File: src/hdl/moving_average_filter_core_assert.svh
`ifndef MOVING_AVERAGE_FILTER_CORE_ASSERT_SVH
`define MOVING_AVERAGE_FILTER_CORE_ASSERT_SVH

// Same-cycle check: when ante holds, cons must hold on the same edge.
`define MAF_ASSERT_NOW(label, clk, rst, ante, cons, msg) \
   label: assert property (@(posedge clk) disable iff (rst) (ante) |-> (cons)) \
      else $error(msg);

// Next-cycle check: when ante holds, cons must hold on the following edge.
`define MAF_ASSERT_NEXT(label, clk, rst, ante, cons, msg) \
   label: assert property (@(posedge clk) disable iff (rst) (ante) |=> (cons)) \
      else $error(msg);

`endif

File: src/hdl/maf_ram.sv
`default_nettype none

module maf_ram #(
   parameter int WIDTH = 16,
   parameter int DEPTH = 256
) (
   input  wire logic                     clock,
   input  wire logic                     wr_en,
   input  wire logic [$clog2(DEPTH)-1:0] wr_addr,
   input  wire logic [WIDTH-1:0]         wr_data,
   input  wire logic [$clog2(DEPTH)-1:0] rd_addr,
   output logic      [WIDTH-1:0]         rd_data
);

   logic [WIDTH-1:0] mem_ff [DEPTH];

   always_ff @(posedge clock) begin
      if (wr_en) begin
         mem_ff[wr_addr] <= wr_data;
      end
      rd_data <= mem_ff[rd_addr];
   end

endmodule

`default_nettype wire

File: config.mk
export PLATFORM = sky130hd
export DESIGN_NAME = maf_ram
export DESIGN_NICKNAME = d
export VERILOG_FILES = /design/src/hdl/moving_average_filter_core_assert.svh /design/src/hdl/maf_ram.sv
export SDC_FILE = /design/constraint.sdc
export NUM_CORES = 2
export LEC_CHECK = 0
export BUFFER_PORTS_ARGS = -buffer_cell sky130_fd_sc_hd__buf_2
export CAP_MARGIN = 5
export CORE_MARGIN = 8
export CORE_UTILIZATION = 57
export CTS_CLUSTER_DIAMETER = 200
export CTS_CLUSTER_SIZE = 25
export DETAILED_ROUTE_END_ITERATION = 7
export GPL_ROUTABILITY_DRIVEN = 0
export PLACE_DENSITY_LB_ADDON = 0.08
export REMOVE_ABC_BUFFERS = 1
export SLEW_MARGIN = 0
export SYNTH_ARGS = -nofsm -noshare
export SYNTH_HDL_FRONTEND = slang
export SYNTH_SLANG_ARGS = --single-unit
File: constraint.sdc
create_clock -name clock -period 2.6 [get_ports clock]
set_input_delay 0.26 -clock clock [delete_from_list [all_inputs] [get_ports clock]]
set_output_delay 0.26 -clock clock [all_outputs]
set_load 0.01 [all_outputs]
==> out/results.ini <==
[synth]
synth_area_um2=159000
ys_warn_count=0
syn_area_per_cell_um2=21.6
synth_cell_types=52
ys_ff_latch=4112
ys_seq_area_frac=0.777
ys.flop_type=edfxtp_1
synth_edf_count=4096
async_flop_share=0
synthCells=7360

[setup_path]
crit_path_frequent_cell=mux4_2
path_buf_inv=1
crit_chain=mux4_2, mux4_2, a22o_1, o32ai_2, buf_4, nor4_1
worstPathMaxFanout=1
cp_slowest_cell=mux4_2
slowest_delay_ps=480
start_kind=register
required_ps=3420
worstSetupPathType=reg2reg
critPathArrivalTime_ps=3350
endpoint_kind=register
critPathTopFamily=multiplexers
ff2ff_setup_slack_ps=60

[pwr]
p_sw_mw=24.3
power_frac_seq=0.644
power_density_nw_per_um2=641
intPower_mw=89.2
p_clk_frac=0.288
power_mw=114
vdd_drop_max_uv=660
swShare=0.214
leakagePower_nw=56.2
combPwrFrac=0.068

[floorplan]
initial_core_util=0.574
core_um2=277000
fp-row-count=193
die_w_um=544
fp.dieH_um=544
ios=50
fp.dieArea_um2=296000

[global_routing]
grt_usage=0.282
overflow=0
antenna_found_initial=27
grt_pass1_vias=78063
grtUsageMet1=0.407
top_usage_layer=met2
grt_start_max_net_pins=108
use_met2=0.445
grt_util_met3=0.0547
grt_pass1_wl_um=594000

[clock_tree]
cts_buffers=186
clkSinkCount=4112
cts_tree=done
cts_buffer_depth=4
cts.reportedPaths.clkPinSlew_ps=100
clkLatencyLatePin_ps=930
htreeDepth=4
cts-root-buf=clkbuf_16

[placed_design]
dp_hpwl_um=267000
portBuffers=49

[drt]
via_per_inst=6.69
totalWireLength_um=422000
drtIter0Drc=10666
drc=0
vias=79610
dr.pass1.iters=6
postRouteAntennaNets=0
routedWlPerCell_um=35.5

[sta]
tightest_slew_ps=1330
fmax_mhz=394
drv_slew=0
setup_viol=0
finalHoldViolCount=0
relSlewSlack=0.113
skew_ps=54.5
period_share=0.975
rsz0062_at_grt=true
final.min_clock_period_ps=2540

[run]
cap_violations=0

[finish]
fin_util=0.640
nFillCells=18622
final_common_cell=edfxtp_1
syn_to_final_growth_pct=11.6
multi_input_comb_area_um2=33100
drive_above_1_share=0.274
fin_nets=8183
seqCellArea_um2=123000
final_cell_mix=edfxtp_1, mux4_2, buf_4

[hold_path]
hp-class=in2reg

[outcome]
outcome=completed

[Yosys cell counts, types with 3 or more instances]
library cell	number	share of area
a2111oi_0	6	0.00033
a211oi_1	18	0.00085
a21oi_1	175	0.0055
a221oi_1	28	0.0015
a22o_1	32	0.0018
a22oi_1	43	0.0020
a31oi_1	6	0.00024
and3_1	11	0.00043
buf_1	27	0.00064
buf_12	5	0.00063
buf_2	76	0.0024
buf_4	26	0.0012
buf_6	77	0.0055
buf_8	11	0.0010
clkbuf_1	230	0.0054
dfxtp_1	16	0.0020
edfxtp_1	4096	0.77
inv_1	3	0.000071
mux2_2	88	0.0062
mux2i_1	565	0.036
mux4_2	797	0.11
nand2_1	38	0.00090
nand2b_1	3	0.00012
nand3_1	35	0.0011
nand4_1	26	0.0010
nand4b_1	3	0.00017
nor2_1	304	0.0072
nor2b_1	9	0.00035
nor3_1	92	0.0029
nor4_1	17	0.00067
o21ai_0	37	0.0012
o221ai_1	252	0.014
o22ai_1	148	0.0058
o31ai_1	16	0.00076
o32ai_1	20	0.0011
or2_2	4	0.00016
[layout make-up]
class,count,share of cell area
clock buffers,210,0.0273
repair buffers,1053,0.0629
multi-input cells,2792,0.187
clock inverters,7,0.000516
well taps,3705,0.0262
inverters,4,0.000155
flip-flops and latches,4112,0.696
diodes,12,0.000169
[logic make-up (layout without fill, tap and decap cells)]
logic type | Yosys count | count (layout) | synth area share
AOI/OAI and AO/OA | 786 | 786 | 0.0354
buffers and inverters | 456 | 1274 | 0.0169
and+or+nand+nor | 556 | 556 | 0.0157
muxes | 1450 | 1450 | 0.155
other | 0 | 12 | 0
DFF | 4112 | 4112 | 0.777
[power groups by stage]
| stage | Combinational [mW] | Clock [mW] | Sequential, mW |
|---|---|---|---|
| 2_1_floorplan | 2.70 | 0 | 74.5 |
| 3_3_place_gp | 7.51 | 0 | 74.6 |
| 3_5_place_dp | 7.62 | 0 | 74.6 |
| 4_1_cts | 7.67 | 33.2 | 73.1 |
| 5_1_grt | 8.01 | 35.2 | 73.1 |
| 6_report | 7.69 | 32.7 | 73.1 |
[routing by layer]
layer | vias to the layer above | part of all wire
li1 | 32521 | -
met1 | 42677 | 0.39
met2 | 3809 | 0.47
met3 | 597 | 0.096
met4 | 6 | 0.037
met5 | - | 0.000088
[final timing paths]
| check | from | end | depth (start not counted) |
|---|---|---|---|
| max | mem_ff[55][8]$_DFFE_PP_ | rd_data[8]$_DFF_P_ | 6 |
| min | rd_addr[7] | rd_data[12]$_DFF_P_ | 3 |
| min reg2reg | mem_ff[193][5]$_DFFE_PP_ | rd_data[5]$_DFF_P_ | 6 |
| max reg2reg | mem_ff[55][8]$_DFFE_PP_ | rd_data[8]$_DFF_P_ | 6 |
[sequential cells by signal, summed over array words and instances, names as in the netlist]
register  cells
mem_ff     4096
rd_data      16
[through the flow]
stage | hold slack [ps] | cell area (um^2) | worst slack (ps) | instances | TNS (ps)
detailed placement | 680 | 172000 | -1230 | 11649 | -14000
floorplan | 359 | 156000 | -4160 | 6908 | -64500
global route | 65.7 | 177000 | -23.5 | 11885 | -23.5
global placement | 669 | 172000 | -1230 | 11649 | -13710
finish | 77.2 | 177000 | 64.4 | 11895 | 0
CTS | 7.42 | 177000 | 1.04 | 11882 | 0
[tightest hold or removal path: stages]
cell and delay, ps:
buf_2 260, nor4_1 340, nor4_1 80
[timing repair]
item | in CTS | in global routing
cloned | 0 | 1
buffers inserted | 0 | 0
endpoints found under the hold margin | 1029 | 0
endpoints found under the setup margin | 7 | 8
pin swaps | 0 | 2
resized for setup | 9 | 13
hold buffers | 16 | 0
Note: power is estimated with default switching activity, not from simulation.
