<file path="config.mk">
export PLATFORM = sky130hd
export DESIGN_NAME = maf_div
export DESIGN_NICKNAME = d
export VERILOG_FILES = /design/src/hdl/moving_average_filter_core_assert.svh /design/src/hdl/maf_pkg.sv /design/src/hdl/maf_div.sv
export SDC_FILE = /design/constraint.sdc
export NUM_CORES = 1
export LEC_CHECK = 0
export BUFFER_PORTS_ARGS = -buffer_cell sky130_fd_sc_hd__buf_2
export CAP_MARGIN = 0
export CELL_PAD_IN_SITES_DETAIL_PLACEMENT = 1
export CELL_PAD_IN_SITES_GLOBAL_PLACEMENT = 1
export CORE_ASPECT_RATIO = 1.1
export CORE_UTILIZATION = 28
export CTS_CLUSTER_SIZE = 30
export DETAILED_ROUTE_END_ITERATION = 10
export GPL_ROUTABILITY_DRIVEN = 1
export MAX_ROUTING_LAYER = met4
export PLACE_DENSITY_LB_ADDON = 0.1
export SYNTH_ARGS = -nofsm -noshare
export SYNTH_HDL_FRONTEND = slang
export SYNTH_SLANG_ARGS = --single-unit
</file>
<file path="constraint.sdc">
create_clock -name clock -period 4.13 [get_ports clock]
set_input_delay 0.826 -clock clock [delete_from_list [all_inputs] [get_ports clock]]
set_output_delay 0.826 -clock clock [all_outputs]
set_load 0.1 [all_outputs]
</file>
<file path="src/hdl/moving_average_filter_core_assert.svh">
`ifndef MOVING_AVERAGE_FILTER_CORE_ASSERT_SVH
`define MOVING_AVERAGE_FILTER_CORE_ASSERT_SVH

// Same-cycle check: when ante holds, cons must hold on the same edge.
`define MAF_ASSERT_NOW(label, clk, rst, ante, cons, msg) \
   label: assert property (@(posedge clk) disable iff (rst) (ante) |-> (cons)) \
      else $error(msg);

// Next-cycle check: when ante holds, cons must hold on the following edge.
`define MAF_ASSERT_NEXT(label, clk, rst, ante, cons, msg) \
   label: assert property (@(posedge clk) disable iff (rst) (ante) |=> (cons)) \
      else $error(msg);

`endif

</file>
<file path="src/hdl/maf_pkg.sv">
`default_nettype none

package maf_pkg;

   localparam int SAMPLE_W       = 16;
   localparam int LEN_W          = 8;
   localparam int SUM_W          = 24;
   localparam int WIN_RESET      = 8;
   localparam int MAX_WINDOW_DEF = 256;

   typedef enum logic {
      CMD_FILTER = 1'b0,
      CMD_CLEAR  = 1'b1
   } cmd_type;

   typedef struct packed {
      logic             start;
      logic [SUM_W-1:0] dividend;
      logic [LEN_W-1:0] divisor;
   } div_req_type;

   typedef struct packed {
      logic             busy;
      logic             done;
      logic [SUM_W-1:0] quotient;
   } div_rsp_type;

endpackage

`default_nettype wire

</file>
<file path="src/hdl/maf_div.sv">
`default_nettype none

module maf_div (
   input  wire logic                 clock,
   input  wire logic                 reset,
   input  wire maf_pkg::div_req_type div_req,
   output maf_pkg::div_rsp_type      div_rsp
);

   import maf_pkg::*;

   localparam int CNT_W = $clog2(SUM_W + 1);

   logic [SUM_W-1:0] quo_ff, quo_in;
   logic [LEN_W-1:0] rem_ff, rem_in;
   logic [LEN_W-1:0] dvs_ff, dvs_in;
   logic [CNT_W-1:0] cnt_ff, cnt_in;
   logic             busy_ff, busy_in;
   logic             done_ff, done_in;
   logic [LEN_W:0]   trial;
   logic [LEN_W:0]   diff;
   logic             ge;

   // One restoring step per cycle, quotient bits shift in from the right.
   always_comb begin
      trial   = {rem_ff, quo_ff[SUM_W-1]};
      diff    = trial - {1'b0, dvs_ff};
      ge      = (trial >= {1'b0, dvs_ff});
      quo_in  = quo_ff;
      rem_in  = rem_ff;
      dvs_in  = dvs_ff;
      cnt_in  = cnt_ff;
      busy_in = busy_ff;
      done_in = 1'b0;
      if (div_req.start) begin
         quo_in  = div_req.dividend;
         rem_in  = '0;
         dvs_in  = div_req.divisor;
         cnt_in  = CNT_W'(SUM_W);
         busy_in = 1'b1;
      end else if (busy_ff) begin
         rem_in = ge ? diff[LEN_W-1:0] : trial[LEN_W-1:0];
         quo_in = {quo_ff[SUM_W-2:0], ge};
         cnt_in = cnt_ff - 1'b1;
         if (cnt_ff == CNT_W'(1)) begin
            busy_in = 1'b0;
            done_in = 1'b1;
         end
      end
   end

   always_ff @(posedge clock) begin
      if (reset) begin
         busy_ff <= 1'b0;
         done_ff <= 1'b0;
         cnt_ff  <= '0;
      end else begin
         busy_ff <= busy_in;
         done_ff <= done_in;
         cnt_ff  <= cnt_in;
      end
      quo_ff <= quo_in;
      rem_ff <= rem_in;
      dvs_ff <= dvs_in;
   end

   assign div_rsp.busy     = busy_ff;
   assign div_rsp.done     = done_ff;
   assign div_rsp.quotient = quo_ff;

endmodule

`default_nettype wire

</file>
==> results.toml, run 1 <==
[synthesis]
synth_area_sq_um = 2320
ys_warn_count = 0
synthTopCellsByArea = "edfxtp_1, dfxtp_1, mux2_2"
ys_ff_latch = 47
synth_edf_count = 32
yosys-top-cells-count = "edfxtp_1, mux2_2, nor2_1"
syn_inst = 186
syn_avg_cell_area_sq_um = 12.5
yosys.cell_count.top_type = "edfxtp_1"
synth_top_area_share = 0.414
synth-main-ff-cell = "edfxtp_1"
synthArstFlopShare = 0
ys_types = 42
synth_top_area_cell = "edfxtp_1"
synth_nets = 232
synth.yosys.seq_area_share = 0.543

[clock_network]
cts-root-buf = "clkbuf_8"
ctsResizeCount = 0
post_cts_buffers = 0
clkLatencyLatePin_ps = 290
h-tree-depth = 2
cts_buffers = 5
cts_sinks = 47
clk_pin_slew_ps = 90
cts_tree = "built"
cts_hold_buf = 0
clockBufferDepth = 2

[setup_path]
cp_num_cells = 1
crit_buf_inv = 1
cp_slowest_cell = "dfxtp_1"
ff2ff_path_depth = 7
crit_chain = "buf_2"
r2r_start = "dvs_ff[6]$_DFFE_PP_"
cp-end-kind = "primary output"
critical_path.max_stage_delay_ps = 690
startpoint = "busy_ff$_SDFF_PP0_"
crit_type = "register to primary output"
cp_max_fo = 15
crit_arrival_ps = 1520
path_delay_family = "flip-flops"
cp_data_required_time_ps = 3300
cp-start-kind = "register"

[detailed_routing]
drc = 0
vias = 1593
drt_first_pass_iters = 6
routedWlPerCell_microns = 14.1
via_per_inst = 4.49
drtIter0Drc = 58
postRouteAntennaNets = 0
wl_mm = 5.00

[power]
p_clk_frac = 0.264
seq_power_share = 0.454
peakVddDrop_v = 0.000178
swShare = 0.353
p_sw_uw = 446
power.internal_uw = 820
leakage_uw = 0.00118
pwr_density_cell_nw_per_um2 = 448
comb_power_share = 0.282

[sta]
whs_ps = 481
setup_viol = 0
fin_crit_ps = 2340
skew_ps = 7.80
max_freq_mhz = 427
worst_slew_pin_slew_ps = 922
drv_slew = 0
setup_tns_ps = 0
finalHoldViolations = 0
period_share = 0.567
rsz0062_at_grt = "false"
slew_headroom = 0.384

[global_routing]
grt_pass1_wl_mm = 8.36
antenna_found_initial = 0
grt_max_degree = 44
grt_usage = 0.129
grt.overflow.total = 0
grt_pass1_vias = 1756

[die]
die_h_microns = 97.5
die_area_sq_um = 8670
start_util = 0.292
io-pin-count = 61
fp.coreArea_sq_um = 7960
die_x_microns = 88.9
num_rows = 34

[run_status]
outcome = "finished, final reports clean"

[worst_hold_path]
holdPathStages = 2
hp-start = "rem_ff[4]$_SDFFE_PP0P_"
min_path_type = "register to register"

[finish]
nNetsFinal = 292
layout-drive-gt1-share = 0.401
syn_to_final_growth_pct = 21.7
diodes = 0

[flow_run]
drv_cap = 0

[placed_design]
numPortBuffers = 60
gp_congestion = 0.737
hpwlAfterDp_mm = 3.63
==> metrics by stage <==
stage / cells / setup slack [ps] / cell area (sq um) / utilization / power [uW]
after floorplan: 186 / 1620 / 2320 / - / 876
after global routing: 355 / 1680 / 2830 / 0.355 / 1330
after detailed placement: 347 / 1830 / 2720 / 0.342 / 945
final: 355 / 1790 / 2830 / 0.355 / 1270
after global placement: 347 / 1830 / 2720 / 0.342 / 945
after CTS: 355 / 1750 / 2830 / 0.355 / 1290
==> routing by layer <==
layer | vias to the layer above | part of all wire | track usage
li1 | 791 | - | -
met1 | 758 | 0.48 | 0.172
met2 | 42 | 0.46 | 0.198
met3 | 2 | 0.048 | 0.0263
met4 | 0 | 0.0046 | 0.0335
met5 | - | 0 | -
==> final timing paths <==
kind	end	slack, ps
min	rem_ff[4]$_SDFFE_PP0P_	480
max reg2reg	rem_ff[0]$_SDFFE_PP0P_	1950
min reg2reg	rem_ff[4]$_SDFFE_PP0P_	480
max	div_rsp[25]	1790
==> cell usage in the layout (no fill, tap or decap), types with 4 or more instances in the layout <==
master,Yosys,layout
inv_1,12,12
clkbuf_8,0,5
edfxtp_1,32,32
a21oi_1,4,4
nand2_1,10,10
buf_2,0,60
ha_1,10,10
nor2_1,17,17
mux2_2,24,24
nand2b_1,4,4
mux2i_1,4,4
dfxtp_1,15,15
xor2_1,7,7
o21ai_1,4,4
==> power by group through the flow <==
stage	clock network (uW)	logic (uW)	registers, uW
final	335	357	574
after detailed placement	0	360	585
after global placement	0	359	586
after CTS	349	361	576
after global routing	368	379	581
after floorplan	0	117	759
==> sequential cells by signal, indices dropped and copies added (netlist names) <==
signal	cells
rem_ff	8
dvs_ff	8
busy_ff	1
cnt_ff	5
done_ff	1
quo_ff	24
==> layout make-up <==
| type | count | area [sq um] |
|---|---|---|
| inverter | 12 | 45.0 |
| fill | 912 | 5130 |
| timing repair buffer | 61 | 308 |
| tap | 108 | 135 |
| multi-input combinational | 119 | 972 |
| sequential | 47 | 1260 |
| clock inverter | 1 | 30.0 |
| clock buffer | 7 | 76.3 |
==> cells by family after synthesis <==
group | count (synthesis) | share of synthesized area
compound gates | 24 | 0.0802
buf+inv | 20 | 0.0388
fa+ha+maj | 11 | 0.0625
flops | 47 | 0.543
xor+xnor | 9 | 0.0339
mux | 29 | 0.140
simple gates | 46 | 0.102
Note: power is estimated with default switching activity, not from simulation.
==> inputs of run 2 (changes only) <==
Clock period 4.13 ns to 2.41 ns, I/O delays scaled along.
==> results.toml, run 2 (synthesis results as in run 1) <==
[clock_network]
clkLatencyLatePin_ps = 300
cts_buffers = 5
post_cts_buffers = 0
cts_hold_buf = 0
clockBufferDepth = 2
cts_sinks = 47
cts_tree = "built"
h-tree-depth = 2
clk_pin_slew_ps = 90
cts-root-buf = "clkbuf_8"
ctsResizeCount = 0

[power]
pwr_density_cell_nw_per_um2 = 731
p_clk_frac = 0.229
p_sw_uw = 781
leakage_uw = 0.00119
seq_power_share = 0.468
power_uw = 2090
swShare = 0.374
power.internal_uw = 1310
comb_power_share = 0.303
peakVddDrop_v = 0.000302

[finish]
reg_top3 = "quo_ff x24, dvs_ff x8, rem_ff x8"
largest_register = "quo_ff"
fin_cells = 357
nFillCells = 902
final_util = 0.359
diodes = 0
fin_area_sq_um = 2860
final_common_cell = "buf_2"
nNetsFinal = 294
syn_to_final_growth_pct = 23.0
final_cell_mix = "buf_2, edfxtp_1, mux2_2"
largest_reg_flops = 24
layout-drive-gt1-share = 0.422

[global_routing]
grt.overflow.total = 0
grt_pass1_vias = 1793
grt_max_degree = 37
grt_pass1_wl_mm = 8.52
antenna_found_initial = 0
grt_usage = 0.132

[sta]
fin_crit_ps = 2180
slew_headroom = 0.605
max_freq_mhz = 458
rsz0062_at_grt = "false"
drv_slew = 0
skew_ps = 3.52
period_share = 0.906
worst_slew_pin_slew_ps = 592
setup_ws_ps = 227
setup_viol = 0
finalHoldViolations = 0

[placed_design]
place_ws_ps = 228
gp_congestion = 0.702
hpwlAfterDp_mm = 3.79
numPortBuffers = 60
dp.cells = 349
placed_cell_area_sq_um = 2770

[die]
io-pin-count = 61
die_x_microns = 88.9
fp.coreArea_sq_um = 7960
die_h_microns = 97.5
die_area_sq_um = 8670
start_util = 0.292
num_rows = 34

[worst_hold_path]
min_path_type = "input port to register"

[setup_path]
crit_buf_inv = 1
crit_chain = "inv_1 > ha_1 > and3_1 > nand3_1 > o21ai_2 > mux2_4 > a211oi_2"
crit_type = "register to register"
cp-start-kind = "register"
path_delay_family = "compound AO/OA/AOI/OAI gates"
cp_data_required_time_ps = 2640
critical_path.max_stage_delay_ps = 490
cp_max_fo = 11
cp_slowest_cell = "o21ai_2"
crit_arrival_ps = 2410
cp-end-kind = "register"

[detailed_routing]
via_per_inst = 4.54
vias = 1620
routedWlPerCell_microns = 14.3
drc = 0
wl_mm = 5.09
drtIter0Drc = 39
postRouteAntennaNets = 0
drt_first_pass_iters = 2

[run_status]
outcome = "finished, final reports clean"

[flow_run]
drv_cap = 0
-- run 2: cell count changes in the layout (fill, tap and decap cells not counted), sizes merged --
| cell | delta |
|---|---|
| clkinv | +1 |
| bufinv | -1 |
| clkinvlp | +1 |
| buf | +2 |
| clkbuf | -1 |
-- run 2: path summary, 6_finish.rpt --
path	startpoint	to	slack [ps]	depth (start not counted)
worst max-delay path	dvs_ff[6]$_DFFE_PP_	rem_ff[0]$_SDFFE_PP0P_	230	7
worst min-delay path	div_req[1]	dvs_ff[1]$_DFFE_PP_	350	1
worst max register to register	dvs_ff[6]$_DFFE_PP_	rem_ff[0]$_SDFFE_PP0P_	230	7
worst min register to register	rem_ff[4]$_SDFFE_PP0P_	rem_ff[4]$_SDFFE_PP0P_	500	2
-- run 2: worst register-to-register path: stages (launching register included) --
cell and delay (ps):
edfxtp_1 330, inv_1 40, ha_1 370, and3_1 230, nand3_1 100, o21ai_2 490, mux2_4 350, a211oi_2 200
-- run 2: layout make-up --
type | instances | area [sq um] | area share
clock inverters | 2 | 12.5 | 0.00438
well taps | 108 | 135 | 0.0473
inverters | 12 | 45.0 | 0.0158
repair buffers | 63 | 348 | 0.122
clock buffers | 6 | 72.6 | 0.0254
multi-input cells | 119 | 985 | 0.344
flip-flops and latches | 47 | 1260 | 0.441
-- run 2: power by group through the flow --
stage | Combinational [uW] | Sequential [uW] | Clock, uW
after floorplan | 205 | 1300 | 0
after global placement | 638 | 1000 | 0
after detailed placement | 639 | 997 | 0
after CTS | 640 | 981 | 504
after global routing | 670 | 990 | 535
final | 633 | 978 | 478
-- run 2: layer usage --
layer / vias to the layer above / wire, microns / global-route usage / share of wire
met2: 43 / 2390 / 0.211 / 0.47
li1: 799 / - / - / -
met5: - / 0 / - / 0
met4: 0 / 61 / 0.0372 / 0.012
met1: 772 / 2400 / 0.165 / 0.47
met3: 6 / 244 / 0.0297 / 0.048
-- run 2: metrics by stage --
step / TNS, ps / hold slack (ps)
6_report: 0 / 352
5_1_grt: 0 / 333
4_1_cts: 0 / 337
3_5_place_dp: 0 / 484
3_3_place_gp: 0 / 474
2_1_floorplan: -8.54 / 445
==> inputs of run 3 (changes only) <==
Settings changed: PLACE_DENSITY_LB_ADDON 0.1 to 0.05.
==> results.toml, run 3 (synthesis results as in run 1) <==
[detailed_routing]
vias = 1598
drc = 0
routedWlPerCell_microns = 14.1
via_per_inst = 4.46
drtIter0Drc = 21
wl_mm = 5.05
drt_first_pass_iters = 4
postRouteAntennaNets = 0

[clock_network]
h-tree-depth = 2
clk_pin_slew_ps = 90
cts-root-buf = "clkbuf_8"
ctsResizeCount = 0
clkLatencyLatePin_ps = 290
cts_sinks = 47
post_cts_buffers = 0
cts_buffers = 5
cts_tree = "built"
cts_hold_buf = 0
clockBufferDepth = 2

[die]
die_h_microns = 97.5
die_x_microns = 88.9
io-pin-count = 61
num_rows = 34
start_util = 0.292
fp.coreArea_sq_um = 7960
die_area_sq_um = 8670

[setup_path]
r2r_start = "dvs_ff[6]$_DFFE_PP_"
crit_type = "register to register"
rrSetupSlack_ps = 220
critical_path.max_stage_delay_ps = 490
cp_data_required_time_ps = 2640
crit_chain = "inv_1 > ha_1 > and3_1 > nand3_1 > o21ai_2 > mux2_4 > a211oi_2"
crit_arrival_ps = 2420
cp-start-kind = "register"
cp_max_fo = 11
cp-end-kind = "register"
cp_slowest_cell = "o21ai_2"
r2r_end = "rem_ff[0]$_SDFFE_PP0P_"
ff2ff_path_depth = 7

[placed_design]
hpwlAfterDp_mm = 3.79
gp_congestion = 0.764
numPortBuffers = 60
dp.cells = 350
place_ws_ps = 231

[power]
p_clk_frac = 0.235
seq_power_share = 0.466
comb_power_share = 0.299
peakVddDrop_v = 0.000365
p_sw_uw = 766
swShare = 0.365
pwr_density_cell_nw_per_um2 = 737
leakage_uw = 0.00119
power.internal_uw = 1330

[sta]
skew_ps = 3.73
period_share = 0.909
setup_viol = 0
fin_crit_ps = 2190
rsz0062_at_grt = "false"
worst_slew_pin_slew_ps = 586
slew_headroom = 0.609
setup_ws_ps = 220
finalHoldViolations = 0
max_freq_mhz = 457
drv_slew = 0

[worst_hold_path]
hp-start = "div_req[4]"
min_path_type = "input port to register"
holdPathStages = 1
holdPathEnd = "dvs_ff[4]$_DFFE_PP_"

[finish]
largest_register = "quo_ff"
fin_cells = 358
largest_reg_flops = 24
reg_top3 = "quo_ff x24, dvs_ff x8, rem_ff x8"
nNetsFinal = 295
syn_to_final_growth_pct = 22.6
diodes = 0
seqCellArea_sq_um = 1260
multiInputGateArea_sq_um = 985
final_util = 0.358
layout-drive-gt1-share = 0.424
final_common_cell = "buf_2"
final_cell_mix = "buf_2, edfxtp_1, mux2_2"
nFillCells = 909

[global_routing]
grt_pass1_vias = 1667
grt_pass1_wl_mm = 8.39
grt_usage = 0.130
antenna_found_initial = 0
grt.overflow.total = 0
grt_max_degree = 24

[run_status]
outcome = "finished, final reports clean"

[flow_run]
drv_cap = 0
==> run 3: cell count changes in the layout (fill, tap and decap cells not counted) <==
cell,change
buf_12,-2
buf_4,+3
clkbuf_8,+1
clkinvlp_4,-1
==> run 3: worst max-delay path: cells and delay by family, from the launching register on <==
family,cells,cell delay [ps]
AO/OA/AOI/OAI,2,680
adder cells (fa/ha/maj),1,380
buffers and inverters,1,40
flip-flops,1,330
multiplexers,1,350
AND/OR/NAND/NOR,2,340
==> run 3: area by class of cell <==
| cell class | count | area share |
|---|---|---|
| Clock inverter | 1 | 0.00176 |
| Inverter | 12 | 0.0158 |
| Multi-Input combinational cell | 119 | 0.346 |
| Sequential cell | 47 | 0.443 |
| Timing Repair Buffer | 64 | 0.116 |
| Tap cell | 108 | 0.0475 |
| Clock buffer | 7 | 0.0303 |
==> run 3: power by group through the flow <==
stage / Sequential (uW) / Clock (uW) / Combinational (uW)
global route: 990 / 547 / 666
global placement: 998 / 0 / 634
detailed placement: 997 / 0 / 633
finish: 978 / 493 / 628
CTS: 980 / 515 / 636
floorplan: 1300 / 0 / 205
==> run 3: metal layers <==
layer  global-route usage  wire, microns  share of wire
met1                0.177           2470           0.49
met2                0.188           2240           0.44
met3               0.0314            261          0.052
met4               0.0447             80          0.016
met5                    -              0              0
==> run 3: worst max path at each step <==
| stage | slack, ps | from | end | cells after the start |
|---|---|---|---|---|
| detailed placement | 230 | dvs_ff[6]$_DFFE_PP_ | rem_ff[0]$_SDFFE_PP0P_ | 7 |
| finish | 220 | dvs_ff[6]$_DFFE_PP_ | rem_ff[0]$_SDFFE_PP0P_ | 7 |
| floorplan | -9 | quo_ff[23]$_DFFE_PP_ | rem_ff[6]$_SDFFE_PP0P_ | 8 |
| global route | 90 | dvs_ff[6]$_DFFE_PP_ | rem_ff[0]$_SDFFE_PP0P_ | 7 |
| CTS | 200 | dvs_ff[6]$_DFFE_PP_ | rem_ff[0]$_SDFFE_PP0P_ | 7 |
| global placement | 270 | dvs_ff[6]$_DFFE_PP_ | rem_ff[0]$_SDFFE_PP0P_ | 7 |
==> run 3: stage by stage <==
stage / hold WS, ps / TNS (ps) / power (uW) / area [sq um]
6_report: 355 / 0 / 2100 / 2850
5_1_grt: 334 / 0 / 2200 / 2850
4_1_cts: 340 / 0 / 2130 / 2850
3_5_place_dp: 478 / 0 / 1630 / 2760
3_3_place_gp: 473 / 0 / 1630 / 2760
2_1_floorplan: 445 / -8.54 / 1510 / 2340
